===== config.mk =====
export PLATFORM = sky130hd
export DESIGN_NAME = conductivity_pot_trim_loop
export DESIGN_NICKNAME = d
export VERILOG_FILES = /design/src/rtl/core/cptl_pkg.sv /design/src/rtl/core/cptl_front.sv /design/src/rtl/core/cptl_queue.sv /design/src/rtl/core/cptl_back.sv /design/src/rtl/core/conductivity_pot_trim_loop.sv
export SDC_FILE = /design/constraint.sdc
export NUM_CORES = 1
export LEC_CHECK = 0
export BUFFER_PORTS_ARGS = -buffer_cell sky130_fd_sc_hd__buf_2
export CELL_PAD_IN_SITES_DETAIL_PLACEMENT = 2
export CELL_PAD_IN_SITES_GLOBAL_PLACEMENT = 2
export CORE_UTILIZATION = 47
export DETAILED_ROUTE_END_ITERATION = 8
export HOLD_SLACK_MARGIN = 0.15
export PLACE_DENSITY = 0.91
export SYNTH_ARGS = -nofsm -noshare
export SYNTH_HDL_FRONTEND = slang
export SYNTH_SLANG_ARGS = --single-unit
export TNS_END_PERCENT = 10

===== constraint.sdc =====
create_clock -name clk -period 20.6 [get_ports clk]
set_input_delay 1.03 -clock clk [delete_from_list [all_inputs] [get_ports clk]]
set_output_delay 1.03 -clock clk [all_outputs]
set_load 0.005 [all_outputs]

===== src/rtl/core/cptl_pkg.sv =====
// Types, constants and helpers for the conductivity pot trim loop.
// No dependencies; imported by every module of the block.
package cptl_pkg;

	localparam int MV_W       = 12;
	localparam int CFG_IDX_W  = 3;
	localparam int CFG_DATA_W = 12;
	localparam int POT_OUT_W  = 10;
	localparam int OUT_W      = 24;
	localparam int QUEUE_DEPTH = 2;

	// Register indexes of the configuration port
	localparam logic [CFG_IDX_W-1:0] CFG_WINDOW_LOW  = 3'd0;
	localparam logic [CFG_IDX_W-1:0] CFG_WINDOW_HIGH = 3'd1;
	localparam logic [CFG_IDX_W-1:0] CFG_BAND_HIGH   = 3'd2;
	localparam logic [CFG_IDX_W-1:0] CFG_BAND_LOW    = 3'd3;
	localparam logic [CFG_IDX_W-1:0] CFG_POT_INITIAL = 3'd4;

	// Reset values of the registers
	localparam logic [MV_W-1:0] WINDOW_LOW_RST  = 12'd1800;
	localparam logic [MV_W-1:0] WINDOW_HIGH_RST = 12'd2200;
	localparam logic [MV_W-1:0] BAND_HIGH_RST   = 12'd2005;
	localparam logic [MV_W-1:0] BAND_LOW_RST    = 12'd1995;
	localparam int POT_INITIAL_RST = 327;

	localparam logic [MV_W-1:0] MV_MAX = 12'd4095;

	// Sample to millivolts: floor(sample * 803 / 1000), saturated at 4095.
	// The division is (x >> 3) / 125 by reciprocal; exact for y < 512000.
	localparam int MV_GAIN      = 803;
	localparam int MV_GAIN_W    = 10;
	localparam int MV_SAT_PROD  = 4096000;
	localparam int MV_SAT_W     = 22;
	localparam int DIV125_Y_W   = 19;
	localparam int DIV125_MUL   = 536871;
	localparam int DIV125_SHIFT = 26;
	localparam int DIV125_P_W   = 39;

	// Running average: (ra*19 + mv) / 20 = ((sum >> 2) * 52429) >> 18
	localparam int SUM19_W     = 17;
	localparam int DIV5_IN_W   = 15;
	localparam int DIV5_MUL    = 52429;
	localparam int DIV5_SHIFT  = 18;
	localparam int DIV5_P_W    = 31;

	// Blend: (ra*2 + mv) / 3 = (w * 21846) >> 16
	localparam int BLEND_W     = 14;
	localparam int DIV3_MUL    = 21846;
	localparam int DIV3_SHIFT  = 16;
	localparam int DIV3_P_W    = 29;

	typedef logic [MV_W-1:0] mv_t;

	typedef enum logic {
		EV_INIT = 1'b0,
		EV_TICK = 1'b1
	} ev_kind_t;

	typedef struct packed {
		mv_t window_low;
		mv_t window_high;
		mv_t band_high;
		mv_t band_low;
	} cfg_t;

	typedef struct packed {
		ev_kind_t kind;
		logic     init_ok;
		mv_t      mv;
	} q_item_t;

	typedef struct packed {
		logic                 en;
		logic [POT_OUT_W-1:0] value;
	} pot_load_t;

	function automatic logic in_window(input mv_t v, input cfg_t cfg);
		return (v > cfg.window_low) && (v < cfg.window_high);
	endfunction

endpackage


===== src/rtl/core/cptl_front.sv =====
// Front end of the trim loop: takes events, checks init samples against the
// window and converts samples to millivolts. Depends on cptl_pkg.
module cptl_front #(
	parameter int SAMPLE_BITS = 12
) (
	input  logic                clk,
	input  logic                arst_n,
	input  logic                in_valid,
	output logic                in_ready,
	input  cptl_pkg::ev_kind_t  in_kind,
	input  logic [SAMPLE_BITS-1:0] in_sample,
	input  cptl_pkg::cfg_t      cfg,
	output logic                out_valid,
	input  logic                out_ready,
	output cptl_pkg::q_item_t   out_item
);
	import cptl_pkg::*;

	localparam int PROD_W = SAMPLE_BITS + MV_GAIN_W;
	localparam int SAT_W  = (PROD_W > MV_SAT_W) ? PROD_W : MV_SAT_W;
	localparam int FIVE_W = (SAMPLE_BITS + 3 > MV_W) ? SAMPLE_BITS + 3 : MV_W;

	logic              valid_s1, valid_s2;
	logic              s1_ready, s2_ready;
	ev_kind_t          kind_s1;
	logic              init_ok_s1;
	logic [PROD_W-1:0] prod_s1;
	logic [FIVE_W-1:0] five_x;
	logic              init_ok;
	logic [SAT_W-1:0]  prod_ext;
	logic [DIV125_Y_W-1:0] div_y;
	logic [DIV125_P_W-1:0] div_p;
	mv_t               mv;

	assign s2_ready = !valid_s2 || out_ready;
	assign s1_ready = !valid_s1 || s2_ready;
	assign in_ready = s1_ready;

	always_comb begin
		five_x  = FIVE_W'({in_sample, 2'b00}) + FIVE_W'(in_sample);
		init_ok = (five_x > FIVE_W'(cfg.window_low)) && (five_x < FIVE_W'(cfg.window_high));
	end

	always_comb begin
		prod_ext = SAT_W'(prod_s1);
		div_y    = prod_ext[3 +: DIV125_Y_W];
		div_p    = DIV125_P_W'(div_y) * DIV125_P_W'(DIV125_MUL);
		if (prod_ext >= SAT_W'(MV_SAT_PROD)) begin
			mv = MV_MAX;
		end else begin
			mv = div_p[DIV125_SHIFT +: MV_W];
		end
	end

	always_ff @(posedge clk or negedge arst_n) begin
		if (!arst_n) begin
			valid_s1 <= 1'b0;
			valid_s2 <= 1'b0;
		end else begin
			if (s1_ready) begin
				valid_s1 <= in_valid;
			end
			if (s2_ready) begin
				valid_s2 <= valid_s1;
			end
		end
	end

	always_ff @(posedge clk) begin
		if (in_valid && s1_ready) begin
			kind_s1    <= in_kind;
			init_ok_s1 <= init_ok;
			prod_s1    <= PROD_W'(in_sample) * PROD_W'(MV_GAIN);
		end
		if (valid_s1 && s2_ready) begin
			out_item.kind    <= kind_s1;
			out_item.init_ok <= init_ok_s1;
			out_item.mv      <= mv;
		end
	end

	assign out_valid = valid_s2;

endmodule


===== src/rtl/core/cptl_queue.sv =====
// Short queue between the front end and the control back end.
// Depends on cptl_pkg for the queued item type.
module cptl_queue (
	input  logic              clk,
	input  logic              arst_n,
	input  logic              push_valid,
	output logic              push_ready,
	input  cptl_pkg::q_item_t push_item,
	output logic              pop_valid,
	input  logic              pop_ready,
	output cptl_pkg::q_item_t pop_item
);
	import cptl_pkg::*;

	localparam int PTR_W = $clog2(QUEUE_DEPTH);
	localparam int CNT_W = $clog2(QUEUE_DEPTH + 1);

	q_item_t           slots_q [QUEUE_DEPTH];
	logic [PTR_W-1:0]  wr_ptr_q, rd_ptr_q;
	logic [CNT_W-1:0]  count_q;
	logic              do_push, do_pop;

	assign push_ready = (count_q != CNT_W'(QUEUE_DEPTH));
	assign pop_valid  = (count_q != '0);
	assign do_push    = push_valid && push_ready;
	assign do_pop     = pop_valid && pop_ready;
	assign pop_item   = slots_q[rd_ptr_q];

	always_ff @(posedge clk or negedge arst_n) begin
		if (!arst_n) begin
			wr_ptr_q <= '0;
			rd_ptr_q <= '0;
			count_q  <= '0;
		end else begin
			if (do_push) begin
				wr_ptr_q <= wr_ptr_q + PTR_W'(1);
			end
			if (do_pop) begin
				rd_ptr_q <= rd_ptr_q + PTR_W'(1);
			end
			if (do_push && !do_pop) begin
				count_q <= count_q + CNT_W'(1);
			end else if (do_pop && !do_push) begin
				count_q <= count_q - CNT_W'(1);
			end
		end
	end

	always_ff @(posedge clk) begin
		if (do_push) begin
			slots_q[wr_ptr_q] <= push_item;
		end
	end

endmodule


===== src/rtl/core/cptl_back.sv =====
// Back end of the trim loop: mode, running average, blend and pot stepping,
// in two pipeline stages ending in the result register. Depends on cptl_pkg.
module cptl_back #(
	parameter int POT_STEPS = 1024
) (
	input  logic                             clk,
	input  logic                             arst_n,
	input  logic                             in_valid,
	output logic                             in_ready,
	input  cptl_pkg::q_item_t                in_item,
	input  cptl_pkg::cfg_t                   cfg,
	input  cptl_pkg::pot_load_t              pot_load,
	output logic                             out_valid,
	input  logic                             out_ready,
	output logic                             status,
	output logic                             pot_write,
	output logic [cptl_pkg::POT_OUT_W-1:0]   pot_value,
	output cptl_pkg::mv_t                    average_mv
);
	import cptl_pkg::*;

	localparam int PW = $clog2(POT_STEPS);
	localparam int CW = (PW > POT_OUT_W) ? PW : POT_OUT_W;
	localparam int POT_RST_I = (POT_INITIAL_RST > POT_STEPS - 1) ? POT_STEPS - 1
		: POT_INITIAL_RST;
	localparam logic [PW-1:0] POT_MAX_V = PW'(POT_STEPS - 1);
	localparam logic [PW-1:0] POT_RST_V = PW'(POT_RST_I);

	// Loop state. The blended average is recomputed before every use, so
	// only the running average is kept.
	logic          active_q;
	mv_t           ra_q;
	logic [PW-1:0] pot_q;

	logic valid_s1, valid_s2, s2_ready, take_s1, take_s2;
	logic status_s1, write_s1, trim_s1;
	mv_t  ra_s1, mv_s1;
	logic status_s2, write_s2;
	mv_t  avg_s2;

	logic [SUM19_W-1:0]  ra_sum;
	logic [DIV5_P_W-1:0] div5_p;
	mv_t                 ra_upd;
	logic nxt_status, nxt_write, nxt_trim, nxt_active;
	mv_t  nxt_ra;

	logic [BLEND_W-1:0]  blend_w;
	logic [DIV3_P_W-1:0] div3_p;
	mv_t                 blend;
	logic                step_write;
	logic [PW-1:0]       pot_nxt;
	logic [CW-1:0]       load_ext;
	logic [PW-1:0]       load_val;

	assign s2_ready = !valid_s2 || out_ready;
	assign in_ready = !valid_s1 || s2_ready;
	assign take_s1  = in_valid && in_ready;
	assign take_s2  = valid_s1 && s2_ready;

	// Stage 1: mode handling and the 19/20 running average
	always_comb begin
		ra_sum = SUM19_W'({ra_q, 4'b0000}) + SUM19_W'({ra_q, 1'b0}) + SUM19_W'(ra_q)
			+ SUM19_W'(in_item.mv);
		div5_p = DIV5_P_W'(ra_sum[2 +: DIV5_IN_W]) * DIV5_P_W'(DIV5_MUL);
		ra_upd = div5_p[DIV5_SHIFT +: MV_W];

		nxt_status = 1'b0;
		nxt_write  = 1'b0;
		nxt_trim   = 1'b0;
		nxt_active = active_q;
		nxt_ra     = ra_q;
		if (!active_q) begin
			if (in_item.kind == EV_INIT) begin
				nxt_write  = 1'b1;
				nxt_status = !in_item.init_ok;
			end else begin
				nxt_ra     = in_item.mv;
				nxt_active = 1'b1;
				nxt_write  = !in_window(in_item.mv, cfg);
			end
		end else if (in_item.kind == EV_TICK) begin
			if (in_window(ra_q, cfg)) begin
				nxt_ra   = ra_upd;
				nxt_trim = 1'b1;
			end else begin
				nxt_status = 1'b1;
			end
		end
	end

	// Stage 2: 2/3 blend and pot stepping with saturation
	always_comb begin
		blend_w    = BLEND_W'({ra_s1, 1'b0}) + BLEND_W'(mv_s1);
		div3_p     = DIV3_P_W'(blend_w) * DIV3_P_W'(DIV3_MUL);
		blend      = div3_p[DIV3_SHIFT +: MV_W];
		step_write = 1'b0;
		pot_nxt    = pot_q;
		if (trim_s1) begin
			if (blend > cfg.band_high) begin
				step_write = 1'b1;
				if (pot_q != '0) begin
					pot_nxt = pot_q - PW'(1);
				end
			end else if (blend < cfg.band_low) begin
				step_write = 1'b1;
				if (pot_q != POT_MAX_V) begin
					pot_nxt = pot_q + PW'(1);
				end
			end
		end
	end

	always_comb begin
		load_ext = CW'(pot_load.value);
		if (load_ext > CW'(POT_STEPS - 1)) begin
			load_val = POT_MAX_V;
		end else begin
			load_val = PW'(load_ext);
		end
	end

	always_ff @(posedge clk or negedge arst_n) begin
		if (!arst_n) begin
			valid_s1 <= 1'b0;
			valid_s2 <= 1'b0;
			active_q <= 1'b0;
			ra_q     <= '0;
			pot_q    <= POT_RST_V;
		end else begin
			if (in_ready) begin
				valid_s1 <= in_valid;
			end
			if (s2_ready) begin
				valid_s2 <= valid_s1;
			end
			if (take_s1) begin
				active_q <= nxt_active;
				ra_q     <= nxt_ra;
			end
			if (pot_load.en) begin
				pot_q <= load_val;
			end else if (take_s2) begin
				pot_q <= pot_nxt;
			end
		end
	end

	always_ff @(posedge clk) begin
		if (take_s1) begin
			status_s1 <= nxt_status;
			write_s1  <= nxt_write;
			trim_s1   <= nxt_trim;
			ra_s1     <= nxt_ra;
			mv_s1     <= in_item.mv;
		end
		if (take_s2) begin
			status_s2 <= status_s1;
			write_s2  <= write_s1 || step_write;
			avg_s2    <= ra_s1;
		end
	end

	assign out_valid  = valid_s2;
	assign status     = status_s2;
	assign pot_write  = write_s2;
	assign pot_value  = POT_OUT_W'(pot_q);
	assign average_mv = avg_s2;

endmodule


===== src/rtl/core/conductivity_pot_trim_loop.sv =====
// Conductivity potentiometer trim loop, top level.
// Instantiates cptl_front, cptl_queue and cptl_back; depends on cptl_pkg.
//
// Usage:
//   s_* channel: one event per transfer. s_tuser carries the event kind
//   (init check or one-second tick), s_tdata the raw ADC sample.
//   m_* channel: one result per event: status, pot write strobe, pot setting
//   and running average in millivolts, packed into m_tdata.
//   cfg_* channel: register writes (window limits, deadband, initial pot).
//   cfg_ready is always high; write only while no event is in flight.
//   Writing the initial pot register also loads the pot setting at once.
// Path: an s_* transfer passes the two front stages (the constant-multiply
//   conversion), a queue slot and the two back stages before m_tvalid.
// Throughput: one event per cycle while m_tready is high. The recurrence on
//   the running average closes in back stage 1 and the pot step in back stage 2.
// Reset: arst_n clears all stages and the queue, the loop goes idle, the
//   running average goes to zero and the pot setting to the initial pot value.
// Stall: when m_tready is low the result register holds; the back end then
//   stops, the two-entry queue fills, and s_tready drops only once the front
//   stages are full as well.
module conductivity_pot_trim_loop #(
	parameter int SAMPLE_BITS = 12,
	parameter int POT_STEPS   = 1024
) (
	input  logic                                    clk,
	input  logic                                    arst_n,
	// Event input
	input  logic                                    s_tvalid,
	output logic                                    s_tready,
	input  logic [((SAMPLE_BITS + 7) / 8) * 8 - 1:0] s_tdata,  // [SAMPLE_BITS-1:0] sample
	input  logic [0:0]                              s_tuser,  // [0] func
	// Result output
	output logic                                    m_tvalid,
	input  logic                                    m_tready,
	output logic [cptl_pkg::OUT_W-1:0]              m_tdata,  // [0] status, [1] pot_write,
	                                                          // [11:2] pot_value,
	                                                          // [23:12] average_mv
	// Configuration writes
	input  logic                                    cfg_valid,
	output logic                                    cfg_ready,
	input  logic [cptl_pkg::CFG_IDX_W-1:0]          cfg_index,
	input  logic [cptl_pkg::CFG_DATA_W-1:0]         cfg_data
);
	import cptl_pkg::*;

	cfg_t      cfg_q;
	pot_load_t pot_load;
	logic      cfg_xfer;

	logic      fq_valid, fq_ready;
	q_item_t   fq_item;
	logic      qb_valid, qb_ready;
	q_item_t   qb_item;

	logic                 res_status, res_write;
	logic [POT_OUT_W-1:0] res_pot;
	mv_t                  res_avg;

	// Configuration registers; unknown indexes are dropped
	assign cfg_ready = 1'b1;
	assign cfg_xfer  = cfg_valid && cfg_ready;

	always_ff @(posedge clk or negedge arst_n) begin
		if (!arst_n) begin
			cfg_q.window_low  <= WINDOW_LOW_RST;
			cfg_q.window_high <= WINDOW_HIGH_RST;
			cfg_q.band_high   <= BAND_HIGH_RST;
			cfg_q.band_low    <= BAND_LOW_RST;
		end else if (cfg_xfer) begin
			unique case (cfg_index)
				CFG_WINDOW_LOW:  cfg_q.window_low  <= cfg_data;
				CFG_WINDOW_HIGH: cfg_q.window_high <= cfg_data;
				CFG_BAND_HIGH:   cfg_q.band_high   <= cfg_data;
				CFG_BAND_LOW:    cfg_q.band_low    <= cfg_data;
				default: ;
			endcase
		end
	end

	// The initial pot value is only ever used to load the pot setting,
	// so pass the write straight to the back end
	assign pot_load.en    = cfg_xfer && (cfg_index == CFG_POT_INITIAL);
	assign pot_load.value = cfg_data[POT_OUT_W-1:0];

	cptl_front #(
		.SAMPLE_BITS(SAMPLE_BITS)
	) u_front (
		.clk       (clk),
		.arst_n    (arst_n),
		.in_valid  (s_tvalid),
		.in_ready  (s_tready),
		.in_kind   (ev_kind_t'(s_tuser[0])),
		.in_sample (s_tdata[SAMPLE_BITS-1:0]),
		.cfg       (cfg_q),
		.out_valid (fq_valid),
		.out_ready (fq_ready),
		.out_item  (fq_item)
	);

	cptl_queue u_queue (
		.clk        (clk),
		.arst_n     (arst_n),
		.push_valid (fq_valid),
		.push_ready (fq_ready),
		.push_item  (fq_item),
		.pop_valid  (qb_valid),
		.pop_ready  (qb_ready),
		.pop_item   (qb_item)
	);

	cptl_back #(
		.POT_STEPS(POT_STEPS)
	) u_back (
		.clk        (clk),
		.arst_n     (arst_n),
		.in_valid   (qb_valid),
		.in_ready   (qb_ready),
		.in_item    (qb_item),
		.cfg        (cfg_q),
		.pot_load   (pot_load),
		.out_valid  (m_tvalid),
		.out_ready  (m_tready),
		.status     (res_status),
		.pot_write  (res_write),
		.pot_value  (res_pot),
		.average_mv (res_avg)
	);

	assign m_tdata = {res_avg, res_pot, res_write, res_status};

endmodule


== Word level (Yosys, flattened, before mapping) ==
Memories as Yosys holds them, arrays and structs flattened.
Cells that the tools add are included.
W data, S select, Z words.

* Register bits: 158
* RAM bits: 28
* Input bits: 37
* Memories kept: 1

{| class="wikitable"
|+ Memories
! name !! depth !! width !! read ports !! clocked after memory_dff !! wr ports !! RTL line !! source
|-
| u_queue.slots_q || 2 || 14 || 1 || 0 || 1 || cptl_queue.sv:18 || <nowiki>q_item_t slots_q [QUEUE_DEPTH];</nowiki>
|}

* Add/sub/neg operators: 11
* Multipliers: 4
* $lt $le $gt $ge: 10
* Equal/unequal tests: 7
* Multiplexer cells: 27
* Reductions and logical operators: 38

{| class="wikitable"
|+ Operators with widths
! kind !! count
|-
| $mux W10 || 8
|-
| $mux W12 || 4
|-
| $mul A19 B20 Y38 const B || 1
|-
| $gt A12 B12 Y1 || 3
|-
| $lt A12 B12 Y1 || 3
|-
| $add A17 B12 Y17 || 2
|-
| $mul A15 B16 Y30 const B || 1
|-
| $mul A14 B14 Y27 const B || 1
|-
| $ge A22 B22 Y1 const B || 1
|-
| $mul A12 B10 Y22 const B || 1
|-
| $add A16 B13 Y17 || 1
|-
| $add A14 B12 Y15 || 1
|-
| $gt A15 B12 Y1 || 1
|-
| $lt A15 B12 Y1 || 1
|-
| $add A13 B12 Y14 || 1
|-
| $mux W1 || 13
|-
| $logic_and A1 B1 Y1 || 11
|-
| $add A10 B1 Y10 const B || 1
|-
| $gt A10 B10 Y1 const B || 1
|-
| $ne A10 B10 Y1 const B || 1
|-
| $reduce_and A2 Y1 || 5
|-
| $reduce_bool A10 Y1 || 1
|-
| $sub A10 B1 Y10 const B || 1
|-
| $logic_not A1 Y1 || 8
|-
| other kinds (14) || 25
|}

== Depth between registers and ports, before layout ==
Gate-level depths: netlist of the first run.

* Depth in word-level cells: 8
* Mapped depth: 45

== Modules after synthesis ==
Synthesis of the first run repeated with hierarchy kept, for this count alone.

* Cells, all modules: 2,521
* Area, all modules: 25,699.6 µm²

{| class="wikitable"
|+ Modules (own cells, without submodules)
! module !! instances !! cells each !! area each (µm²)
|-
| cptl_back || 1 || 1,313 || 12,665.9
|-
| cptl_front || 1 || 1,036 || 9,846.9
|-
| conductivity_pot_trim_loop || 1 || 110 || 1,916.8
|-
| cptl_queue || 1 || 62 || 1,270.0
|}

== Worst setup path before layout of the first run ==
Ideal clock, no wire load.

* Path type: register to register
* Start point: reg u_back.mv_s1[2]
* End point: reg u_back.pot_q[9] (netlist: u_back.pot_value[9])
* Setup time: 0.069 ns
* Arrival time: 9.978 ns
* Required time: 20.531 ns
* Setup slack: 10.553 ns
* Cell stages (with the launch flop): 41
* Buffers on the path: 0
* Period minus slack after synthesis: 10.047 ns
* Cell sequence: edfxtp_1 ha_1 a21o_1 a21oi_1 o21ai_0 a2111oi_0 o41a_1 xnor2_1 inv_1 ha_1 ha_1 inv_1 fa_1 inv_1 fa_1 fa_1 ha_1 ha_1 (+5 left out) o211ai_1 a31o_2 a21oi_1 xnor2_1 ha_1 nand4_1 or2_2 a31oi_1 ha_1 a21o_1 a21oi_1 nor2_1 o21a_1 nor4_1 o31ai_1 xnor2_1 or4_1 nand3_1

* Word-level cells in the longest chain between the ends: 7

{| class="wikitable"
|+ RTL lines
! what !! RTL line !! source
|-
| start, declared || cptl_back.sv:37 || <nowiki>mv_t ra_s1, mv_s1;</nowiki>
|-
| start signal, assigned || cptl_back.sv:154 || <nowiki>mv_s1 <= in_item.mv;</nowiki>
|-
| $add A13 B12 Y14 * || cptl_back.sv:93 || <nowiki>blend_w = BLEND_W'({ra_s1, 1'b0}) + BLEND_W'(mv_s1);</nowiki>
|-
| $mul A14 B14 Y27 * || cptl_back.sv:94 || <nowiki>div3_p = DIV3_P_W'(blend_w) * DIV3_P_W'(DIV3_MUL);</nowiki>
|-
| $gt A12 B12 Y1 || cptl_back.sv:99 || <nowiki>if (blend > cfg.band_high) begin</nowiki>
|-
| $mux W10 || cptl_back.sv:99 ||
|-
| $mux W10 || cptl_back.sv:98 || <nowiki>if (trim_s1) begin</nowiki>
|-
| $mux W10 || cptl_back.sv:142 || <nowiki>end else if (take_s2) begin</nowiki>
|-
| $mux W10 || cptl_back.sv:140 || <nowiki>if (pot_load.en) begin</nowiki>
|-
| end signal, assigned || cptl_back.sv:141 || <nowiki>pot_q <= load_val;</nowiki>
|-
| end signal, assigned || cptl_back.sv:143 || <nowiki>pot_q <= pot_nxt;</nowiki>
|-
| end, declared || cptl_back.sv:33 || <nowiki>logic [PW-1:0] pot_q;</nowiki>
|}

Mark *: on every way between the ends. The rest lies on a longest branch, timed or not. The select of a mux whose other input is x is not followed.
A chain may end at the register's enable or synchronous reset.

== Worst setup path in the final report of the first run ==
Same ends and word-level chain as after synthesis.

==> impl_results.md, run 1 <==
* Cell with the largest stage delay on the worst path: a2111oi_0
* Grt ovf at 0
* Layout cells sized above 1 at 7.13%
* Hold Path Class: in -> async
* Initial Util at ~48%
* Core area at between 50,000 and 60,000 sq um
* Area Overhead vs Synth at 6.93%
* FFs w/ async S/R, synth at between 40 and 50%
* FILL cells at 5,309
* CTS resizes at 0
* DR WL/cell at between 30 and 40 microns
* H-tree levels at 4
* Clock Tree Buf Depth at 2
* EDFF count, synth at 107
* Crit end category: flip-flop
* Slew HR at a little over an eighth
* Syn_nets at 3,297
* Skew final at about 0.019 ns
* Fmax at about 83 MHz
* Gp weighted congestion at just over 0.9
* # rows at slightly above 80
* Pre-antenna DRT Iters at 5
* Max FO, Critical Path at 12
* Port Buffers at 58
* IO Pins at 64
* Mapped Area at 24,900 sq um
* Reg clk slew, reported paths at approximately 0.10 ns
* Die area at approximately 54,000 sq um
* RSZ-0062 raised after global routing: false
* Max stage delay on crit path at between 0.6 and 0.7 ns
* Hold Vio Cnt, Final at 0
* Minimum clock period at roughly 12 ns
* Area contributors post-synth: ha_1 29%, fa_1 19%, edfxtp_1 13%
* Layout Nets at about 3,400
* DR iter-0 viols at 1,101
* Status: finished clean
* DRT antenna net count at 0
* Chip Width at ~230 microns
* CTS tree: yes
* Final WS setup at 8.55 ns
* Final setup violation count at 0
* First-pass GRT wire length at about 150,000 microns
* Hold_buf cts at 0
* Pin count of the biggest net entering global routing at 50
* Root Driver: clkbuf_16
* CP Launch Type: flip-flop
* Netlist cell types at 73
* Initial antenna violation count at 4
* MaxCap Viol Count at 0
* Place WS at just over 9 ns
* DR vias at a little under 20,000
* Area of the multi-input gates at between 15,000 and 20,000 sq um
* Commonest non-fill, non-tap cells in the layout: 577 x ha_1, 519 x inv_1, 234 x fa_1
* Post-layout util at between 50% and 60%
* Vias per cell at roughly 6.2
* Crit-path most repeated cell: ha_1
* FF+latch count, synth at around 190
* Post-synth top area cell: ha_1
* Register area at between 5000 and 6000 sq um
* Vias in the first global route at about 24,000
* Synth Flop Type: edfxtp_1
* Post-route DRC at 0
* Max Slew Vio Count at 0
* Worst skew pair latency at about 0.51 ns
* Die Ht at 232 microns
* TritonCTS Buffers at 17
* Commonest non-fill, non-tap cell in the layout: ha_1
* Clock sink count at between 150 and 200
* Post-synthesis sequential area ratio at 21.0%
* WL final at 98,000 microns
* Final period utilization at between 50% and 60%
* Final setup TNS at 0 ns
* Top cell type's share of synthesized area at slightly below 30%
* WS Path Type: reg -> reg
* Synthesized area per cell at 10.2 sq um
* Overall global routing resource usage at between 30% and 40%
* Tightest Pin Transition at ~1.3 ns
* Setup repair bufs after CTS at 0
* Worst EP required at ~21 ns
* Crit path DAT at about 12 ns
* Synth Instances at 2,449
* Detailed Place HPWL at 76,300 microns
* Syn. warnings at 0
==> logic make-up (layout without fill, tap and decap cells) <==
group,after synthesis,in the layout,share of synthesized area (%)
buffers and inverters,544,619,8.27
flip-flops,186,186,21.0
AO/OA/AOI/OAI,407,407,10.5
adder cells (fa/ha/maj),811,811,47.9
other,1,5,0.0151
XOR/XNOR,102,102,3.59
AND/OR/NAND/NOR,356,356,6.92
multiplexers,42,42,1.85
==> sequential cells by signal (all words and copies together), names as in the netlist, 2 cells and up <==
| register | count |
|---|---|
| cfg_q | 48 |
| u_back.average_mv | 12 |
| u_back.mv_s1 | 12 |
| u_back.pot_value | 10 |
| u_back.ra_q | 12 |
| u_back.ra_s1 | 12 |
| u_front.out_item | 14 |
| u_front.prod_ext | 22 |
| u_queue.count_q | 2 |
| u_queue.slots_q | 28 |
==> cells in the mapped netlist, types with 4 or more instances <==
| cell type | count |
|---|---|
| nor2_1 | 78 |
| dfrtp_1 | 50 |
| o31ai_1 | 5 |
| o31a_1 | 4 |
| or3_1 | 5 |
| edfxtp_1 | 107 |
| nor3_1 | 22 |
| a21oi_1 | 98 |
| o21bai_1 | 12 |
| xor2_1 | 33 |
| o22ai_1 | 8 |
| o211ai_1 | 11 |
| and2_1 | 5 |
| a31oi_1 | 14 |
| o21ai_0 | 104 |
| o21a_1 | 22 |
| mux2_2 | 27 |
| nand3_1 | 26 |
| fa_1 | 234 |
| buf_4 | 4 |
| nor4_1 | 6 |
| dfstp_2 | 29 |
| xnor2_1 | 69 |
| a21boi_0 | 6 |
| nand2_1 | 116 |
| and3_1 | 10 |
| a211o_1 | 4 |
| clkbuf_1 | 17 |
| nor2b_1 | 16 |
| a22oi_1 | 7 |
| or2_2 | 10 |
| buf_1 | 4 |
| ha_1 | 577 |
| a21o_1 | 58 |
| or4_1 | 5 |
| nand4_1 | 25 |
| a211oi_1 | 13 |
| inv_1 | 519 |
| mux2i_1 | 13 |
| o221ai_1 | 4 |
| nand2b_1 | 19 |
==> final timing paths <==
check | startpoint | to | slack (ns) | cells after the start
worst min register to register | u_front.out_item[8]$_SDFFCE_PP1P_ | u_queue.slots_q[1][8]$_DFFE_PP_ | 0.45 | 0
worst max-delay path | u_back.mv_s1[2]$_DFFE_PP_ | u_back.pot_value[9]$_DFFE_PN0P_ | 8.55 | 42
min in group clk | u_front.out_item[8]$_SDFFCE_PP1P_ | u_queue.slots_q[1][8]$_DFFE_PP_ | 0.45 | 0
worst min-delay path | arst_n | cfg_q[15]$_DFFE_PN0P_ | 0.45 | 1
worst max register to register | u_back.mv_s1[2]$_DFFE_PP_ | u_back.pot_value[9]$_DFFE_PN0P_ | 8.55 | 42
max in group asynchronous | arst_n | u_back.ra_q[10]$_DFFE_PN0P_ | 18.98 | 2
==> stage by stage <==
step | hold WS (ns) | std cells | instance area [sq um]
final | 0.449 | 3208 | 26600
after global placement | 0.408 | 3172 | 26000
after floorplan | 0.400 | 2449 | 24900
after global routing | 0.452 | 3208 | 26600
after detailed placement | 0.446 | 3172 | 26000
after CTS | 0.448 | 3204 | 26600
==> cell type report <==
type	instances	area share, %
clock inverters	15	0.621
repair buffers	68	1.38
diodes	4	0.0376
flip-flops and latches	186	19.7
well taps	680	3.20
clock buffers	17	1.60
inverters	519	7.33
multi-input cells	1719	66.2
==> worst max-delay path: cells and delay by family (launching register included) <==
| family | cells | cell delay (ns) |
|---|---|---|
| DFF | 1 | 0.42 |
| AOI/OAI and AO/OA | 16 | 4.27 |
| and+or+nand+nor | 8 | 1.78 |
| xor gates and xnor gates | 3 | 0.70 |
| adders and majority gates | 10 | 4.19 |
| buffers and inverters | 5 | 0.59 |
==> metal layers <==
metal / GRT usage (%) / wire length (microns)
met1: 38.7 / 34500
met2: 69.8 / 51500
met3: 5.66 / 4100
met4: 26.4 / 7830
met5: 0 / 0
Power of run 1 is not shown: default switching activity piles up to over one toggle a cycle in this logic, so the estimate is an artifact.
==> run 2, diff against run 1 <==
--- a/config.mk
+++ b/config.mk
@@ -8,10 +8,10 @@
 export BUFFER_PORTS_ARGS = -buffer_cell sky130_fd_sc_hd__buf_2
 export CELL_PAD_IN_SITES_DETAIL_PLACEMENT = 2
 export CELL_PAD_IN_SITES_GLOBAL_PLACEMENT = 2
-export CORE_UTILIZATION = 47
+export CORE_UTILIZATION = 39
 export DETAILED_ROUTE_END_ITERATION = 8
 export HOLD_SLACK_MARGIN = 0.15
-export PLACE_DENSITY = 0.91
+export PLACE_DENSITY = 0.81
 export SYNTH_ARGS = -nofsm -noshare
 export SYNTH_HDL_FRONTEND = slang
 export SYNTH_SLANG_ARGS = --single-unit
==> constraint.sdc (replaced) <==
create_clock -name clk -period 10.91 [get_ports clk]
set_input_delay 0.5455 -clock clk [delete_from_list [all_inputs] [get_ports clk]]
set_output_delay 0.5455 -clock clk [all_outputs]
set_load 0.005 [all_outputs]
==> run 2 against run 1 <==
Final cell count is 5.5% higher. Cell area grew 1.3%. Global-route usage down 12 points. Fmax up 16%. Setup slack worse by 8.0 ns. Clock skew shrank 0.0014 ns. Critical path depth fell by 2.
==> impl_results.md, run 2 (synthesis gave the netlist of run 1 again) <==
* CP Launch Type: flip-flop
* Worst EP required at 11.33 ns
* Worst skew pair latency at ~0.5 ns
* Crit-path most repeated cell: ha_1
* DRT antenna net count at 0
* R2R Setup Slk at about 0.50 ns
* Fmax at between 90 and 100 MHz
* Port Buffers at between 50 and 60
* WL final at around 80,000 microns
* CTS tree: yes
* Minimum clock period at ~10 ns
* Largest Register: cfg_q
* Pin count of the biggest net entering global routing at 70
* Grt ovf at 0
* Layout Nets at about 3,400
* IO Pins at 64
* Crit end category: flip-flop
* # rows at a little over 90
* Vias per cell at roughly 5.5
* DR WL/cell at 23.6 microns
* Final period utilization at 95.4%
* Post-route DRC at 0
* DR iter-0 viols at around 640
* Chip Width at roughly 250 microns
* Tightest Pin Transition at 1.31 ns
* Clock Tree Buf Depth at 2
* Max reg flops at 48
* Initial Util at around 39%
* Hold Vio Cnt, Final at 0
* H-tree levels at 4
* MaxCap Viol Count at 0
* Pre-antenna DRT Iters at 5
* Die area at 64,800 sq um
* Cell with the largest stage delay on the worst path: fa_1
* Reg clk slew, reported paths at about 0.090 ns
* Vias in the first global route at 22,100
* Layout cells sized above 1 at a little under 8%
* Post-route cell area at approximately 27,000 sq um
* WS Path Type: reg -> reg
* Clock sink count at 186
* Skew final at about 0.018 ns
* Core area at ~63,000 sq um
* Max FO, Critical Path at 4
* First-pass GRT wire length at about 130,000 microns
* Overall global routing resource usage at 25.5%
* Commonest non-fill, non-tap cell in the layout: ha_1
* Commonest non-fill, non-tap cells in the layout: 577 x ha_1, 519 x inv_1, 234 x fa_1
* Detailed Place HPWL at a little under 70,000 microns
* Crit path DAT at ~11 ns
* TritonCTS Buffers at 17
* Final setup violation count at 0
* Max Slew Vio Count at 0
* Max stage delay on crit path at about 0.54 ns
* Status: finished clean
* DR vias at ~18,000
* Placed Area at 26,200 sq um
* Die Ht at 255 microns
* Hold Path Class: in -> reg
* Initial antenna violation count at 3
* Root Driver: clkbuf_16
* Gp weighted congestion at between 0.8 and 0.9
* Slew HR at between 10% and 20%
* Area Overhead vs Synth at 8.27%
[run 2: cell types whose count changed in the layout (fill, tap and decap cells not counted), sizes merged]
cell / before / now
bufinv: 1 / 0
inv: 524 / 527
diode: 4 / 3
dlygate4sd3: 0 / 1
buf: 68 / 77
clkinvlp: 4 / 2
clkbuf: 17 / 18
clkinv: 5 / 4
[run 2: per-stage QoR]
stage | setup WS [ns] | hold WS, ns | std cells | util [%] | setup TNS, ns
detailed placement | -0.0743 | 0.383 | 3344 | 41.6 | -0.0743
global placement | 0.482 | 0.379 | 3344 | 41.6 | 0
CTS | 0.0328 | 0.198 | 3377 | 42.6 | 0
global route | -0.124 | 0.212 | 3382 | 42.7 | -0.169
finish | 0.503 | 0.221 | 3383 | 42.7 | 0
floorplan | 0.863 | 0.250 | 2449 | - | 0
[run 2: repair_timing]
action,4_1_cts,5_1_grt
setup endpoints to repair,2,12
pin swaps,0,3
hold buffers,1,0
buffers inserted,0,3
resized for setup,3,10
hold endpoints to repair,10,0
[run 2: worst paths after layout]
check / depth (start not counted) / to / from
worst max-delay path: 40 / u_back.pot_value[9]$_DFFE_PN0P_ / u_back.ra_s1[1]$_DFFE_PP_
worst min-delay path: 1 / u_front.kind_s1$_DFFE_PP_ / s_tuser
worst max register to register: 40 / u_back.pot_value[9]$_DFFE_PN0P_ / u_back.ra_s1[1]$_DFFE_PP_
worst min register to register: 0 / u_back.status$_DFFE_PP_ / u_back.status_s1$_DFFE_PP_
max in group asynchronous: 3 / u_queue.rd_ptr_q$_DFFE_PN0P_ / arst_n
min in group asynchronous: 2 / cfg_q[5]$_DFFE_PN0P_ / arst_n
[run 2: layer usage]
layer  share of wire [%]  global-route usage, %  wire length [microns]
met2                  55                   49.0                  43500
met1                  39                   28.3                  31000
met4                 4.0                   10.4                   3200
met5                   0                      0                      0
met3                 2.6                   2.83                   2080
[run 2: area by class of cell]
type	instances	area, sq um
fill	6784	36200
multi-input combinational	1719	17700
sequential	186	5230
inverter	519	1950
tap	846	1060
timing repair buffer	78	445
clock buffer	18	429
clock inverter	14	150
antenna	3	7.51
[run 2: critical path, delay by kind of cell, from the launching register on]
| family | cells | cell delay, ns |
|---|---|---|
| simple gates | 6 | 1.23 |
| compound gates | 17 | 3.86 |
| buf+inv | 4 | 0.47 |
| fa+ha+maj | 10 | 3.83 |
| flops | 1 | 0.45 |
| xor+xnor | 3 | 0.52 |
Power of run 2 is left out for the same reason.
